--- config.mk ---
export PLATFORM = sky130hd
export DESIGN_NAME = lssp_node_store
export DESIGN_NICKNAME = d
export VERILOG_FILES = /design/src/sv/lssp_pkg.sv /design/src/sv/lssp_node_store.sv
export SDC_FILE = /design/constraint.sdc
export NUM_CORES = 2
export LEC_CHECK = 0
export BUFFER_PORTS_ARGS = -buffer_cell sky130_fd_sc_hd__buf_4
export CAP_MARGIN = 20
export CORE_ASPECT_RATIO = 1.4
export CORE_UTILIZATION = 45
export CTS_CLUSTER_DIAMETER = 40
export DETAILED_ROUTE_END_ITERATION = 8
export GPL_TIMING_DRIVEN = 0
export MAX_ROUTING_LAYER = met4
export PLACE_DENSITY = 0.69
export SLEW_MARGIN = 15
export SYNTH_ARGS = -nofsm -noshare
export SYNTH_HDL_FRONTEND = slang
export SYNTH_SLANG_ARGS = --single-unit
--- constraint.sdc ---
create_clock -name clk -period 3.1 [get_ports clk]
set_clock_uncertainty 0.05 [all_clocks]
set_input_delay 0.155 -clock clk [delete_from_list [all_inputs] [get_ports clk]]
set_output_delay 0.155 -clock clk [all_outputs]
set_load 0.005 [all_outputs]
--- src/sv/lssp_pkg.sv ---
// Shared types and constants of the link-state shortest path engine.
package lssp_pkg;

  localparam int unsigned NODE_W = 6;
  localparam int unsigned ID_W   = 16;
  localparam int unsigned COST_W = 16;
  localparam int unsigned DIST_W = 22;
  localparam int unsigned ST_W   = 3;
  localparam int unsigned KIND_W = 3;

  localparam logic [DIST_W-1:0] DIST_ALL = '1;
  localparam logic [DIST_W-1:0] DIST_SAT = DIST_ALL - 22'd1;

  localparam logic [KIND_W-1:0] KIND_ADD    = 3'd0;
  localparam logic [KIND_W-1:0] KIND_COST   = 3'd1;
  localparam logic [KIND_W-1:0] KIND_DOWN   = 3'd2;
  localparam logic [KIND_W-1:0] KIND_UP     = 3'd3;
  localparam logic [KIND_W-1:0] KIND_RECOMP = 3'd4;
  localparam logic [KIND_W-1:0] KIND_READ   = 3'd5;

  localparam logic [ST_W-1:0] ST_OK      = 3'd0;
  localparam logic [ST_W-1:0] ST_PAIR    = 3'd1;
  localparam logic [ST_W-1:0] ST_IDUSED  = 3'd2;
  localparam logic [ST_W-1:0] ST_MISSING = 3'd3;
  localparam logic [ST_W-1:0] ST_FULL    = 3'd4;

  // One stored link.
  typedef struct packed {
    logic [NODE_W-1:0] src;
    logic [NODE_W-1:0] dst;
    logic [ID_W-1:0]   ident;
    logic [COST_W-1:0] cost;
    logic              up;
  } link_t;

  // Result item handed to the output register.
  typedef struct packed {
    logic [ST_W-1:0]   status;
    logic [ID_W-1:0]   path_link;
    logic [DIST_W-1:0] path_distance;
    logic              reachable;
    logic              last;
  } result_t;

endpackage

--- src/sv/lssp_node_store.sv ---
// Per-node distance and predecessor memories with a registered read port.
module lssp_node_store #(
  parameter int unsigned NODES = 64,
  parameter int unsigned NA_W  = 6,
  parameter int unsigned PW    = 9
) (
  input  logic                      clk,
  input  logic                      wr_en,
  input  logic [NA_W-1:0]           wr_addr,
  input  logic [lssp_pkg::DIST_W-1:0] wr_dist,
  input  logic [PW-1:0]             wr_pred,
  input  logic [NA_W-1:0]           rd_addr,
  output logic [lssp_pkg::DIST_W-1:0] rd_dist,
  output logic [PW-1:0]             rd_pred
);

  logic [lssp_pkg::DIST_W-1:0] dist_mem [NODES];
  logic [PW-1:0]               pred_mem [NODES];
  logic [lssp_pkg::DIST_W-1:0] dist_r;
  logic [PW-1:0]               pred_r;

  always_ff @(posedge clk) begin
    if (wr_en) begin
      dist_mem[wr_addr] <= wr_dist;
      pred_mem[wr_addr] <= wr_pred;
    end
    dist_r <= dist_mem[rd_addr];
    pred_r <= pred_mem[rd_addr];
  end

  assign rd_dist = dist_r;
  assign rd_pred = pred_r;

endmodule

==> results.json <==
{
  "outcome": "finished with violations",
  "violations": "negative setup slack",
  "syn_area_um2": 76230,
  "slew_viol_final": 0,
  "drc_errors": 0,
  "min_period_ns": 3.295,
  "initial_core_util_pct": 45.33,
  "syn_area_per_cell_um2": 23.84,
  "crit_path_end_kind": "flip-flop",
  "drtIter0Drc": 4681,
  "regArea_um2": 60200,
  "ir_drop_mv": 0.5589,
  "worstSetupStartpointType": "input port",
  "vias": 36790,
  "async_reset_ff_share_pct": 0,
  "final-hold-violation-count": 0,
  "hpwl_um": 129900,
  "gr-usage-all-layers_pct": 24.41,
  "pin_count": 76,
  "yosysUniqueCellTypes": 37,
  "cts.clk_slew.worst_paths_ns": 0.07,
  "die-area_um2": 171100,
  "die_h_um": 489.0,
  "core_um2": 168100,
  "drtAntennaViolNets": 0,
  "crit_type": "input port to flip-flop",
  "fin_tns_setup_ns": -0.1952,
  "synth_edf_count": 1984,
  "clk_path_buf_depth": 3,
  "clockPowerShare_pct": 40.0,
  "slew_headroom_pct": 17.03,
  "final_core_util_pct": 52.35,
  "setup_slack_ns": -0.1952,
  "final-setup-viol-count": 1,
  "first_pass_iters": 5,
  "fill_cells": 12530,
  "routed_wirelength_um": 201400,
  "routabilityCongestion": 0.8992,
  "port_buffers": 67,
  "viasPerCell": 6.169,
  "synth_nets": 3242,
  "overflow": 0,
  "htree_levels": 4,
  "r2r_setup_slack_ns": 0.43,
  "p_total_uw": 55500,
  "maxCapViolCount": 0,
  "drive_gt1_share_pct": 30.31,
  "pre_cts_ws_ns": -1.468,
  "p_int_uw": 43410,
  "rsz0062_at_grt": "no",
  "synthCells": 3197,
  "arrival_ns": 3.96,
  "fmax_mhz": 303.5,
  "ys_seq_area_share_pct": 78.97,
  "tritoncts": "done",
  "pwr-share-comb_pct": 5.6,
  "worst_pin_slew_ns": 1.242,
  "cp.required_ns": 3.77,
  "layout_commonest_cell": "edfxtp_1",
  "cts_root_buf": "clkbuf_16",
  "finalNetCount": 3596,
  "multi_input_area_um2": 15620,
  "postCtsSetupRepairBufs": 0,
  "rows": 178,
  "finalCritPeriodShare_pct": 106.3,
  "power_frac_seq_pct": 54.4,
  "netSwitchingPower_uw": 12100,
  "grt_pass1_vias": 36580,
  "p_leak_uw": 0.02708,
  "synth_flop_cell": "edfxtp_1",
  "final_cell_mix": "1984 x edfxtp_1, 522 x mux4_2, 179 x clkbuf_16",
  "grt_max_degree": 65,
  "p_per_area_nw_per_um2": 630.5,
  "grt_first_pass_wirelength_um": 279200,
  "worstPathMaxFanout": 10,
  "hp-class": "input port to flip-flop",
  "die_x_um": 349.8,
  "synth_seq_cells": 2015,
  "p_sw_share_pct": 21.80,
  "worstSkewPairLatency_ns": 0.85,
  "area_growth_pct": 15.49,
  "synth_warnings": 0,
  "routedWlPerCell_um": 33.77,
  "cts-buffers-inserted": 178,
  "clock_sinks": 2015,
  "grt_antenna_before_repair": 14
}
[cell families after synthesis]
logic type | synth area share [%]
mux | 16.46
simple gates | 1.159
flops | 78.97
compound gates | 2.068
buf+inv | 1.336
[stage by stage]
stage	area, um^2	hold slack [ns]	instances
after floorplan	76230	0.2039	3197
after global placement	79540	0.4866	5514
after detailed placement	81720	0.4837	5588
after CTS	87930	0.3093	5950
after global routing	88020	0.3623	5960
final	88030	0.3294	5964
[timing repair]
item | 4_1_cts | 5_1_grt
gates cloned | 0 | 0
hold endpoints to repair | 1884 | 0
hold buffers | 31 | 0
resized for setup | 7 | 4
pin swaps | 0 | 0
setup endpoints to repair | 9 | 4
[power groups by stage]
stage	combinational, uW	sequential [uW]	clock [uW]
3_3_place_gp	2910	30800	0
5_1_grt	3180	30200	23300
6_report	3090	30200	22200
3_5_place_dp	3020	30800	0
2_1_floorplan	1460	30800	0
4_1_cts	3080	30200	22400
[cells in the mapped netlist (9+ instances only)]
cell type | count | share of area (%)
a2111oi_2 | 23 | 0.45
buf_2 | 45 | 0.30
buf_4 | 31 | 0.31
buf_6 | 18 | 0.27
clkbuf_1 | 62 | 0.31
dfxtp_1 | 31 | 0.81
edfxtp_1 | 1984 | 78
mux2i_1 | 77 | 1.0
mux4_2 | 522 | 15
nand2_1 | 40 | 0.20
nand3_1 | 10 | 0.066
nor2_1 | 128 | 0.63
nor2b_1 | 9 | 0.074
o211ai_1 | 29 | 0.29
o21ai_1 | 15 | 0.098
o221ai_1 | 26 | 0.30
o22ai_1 | 60 | 0.49
o31ai_1 | 24 | 0.24
[registers in the layout, summed over array words and instances (netlist names)]
| signal | count |
|---|---|
| pred_mem | 576 |
| rd_dist | 22 |
| dist_mem | 1408 |
| rd_pred | 9 |
[path summary, 6_finish.rpt]
path,start,endpoint,cells after the start
min reg2reg,dist_mem[12][21],rd_dist[21],3
max,rd_addr[1],rd_dist[20],8
max reg2reg,dist_mem[7][20],rd_dist[20],5
min,rd_addr[3],rd_dist[21],6
[routing by layer]
layer,routed length (um),share of wire [%],global-route usage [%],up-vias
met1,70680,35,29.21,19690
li1,-,-,-,14490
met3,16430,8.2,3.914,457
met4,12070,6.0,13.26,0
met5,0,0,-,-
met2,102200,51,39.86,2157
[final cells by class]
cell class,count,area share [%]
Sequential cell,2015,68.38
Multi-Input combinational cell,1011,17.75
Clock buffer,225,5.353
Tap cell,2250,3.198
Timing Repair Buffer,174,2.865
Clock inverter,106,1.261
Buffer,171,1.160
Antenna cell,12,0.03411
[critical path: stages]
cell       delay, ns
buf_2           0.23
buf_2           0.32
nand3b_1        0.56
clkbuf_2        0.58
o22ai_1         0.31
a2111oi_2       0.93
o211ai_1        0.56
o31ai_1         0.28
Note: power is estimated with default switching activity, not from simulation.
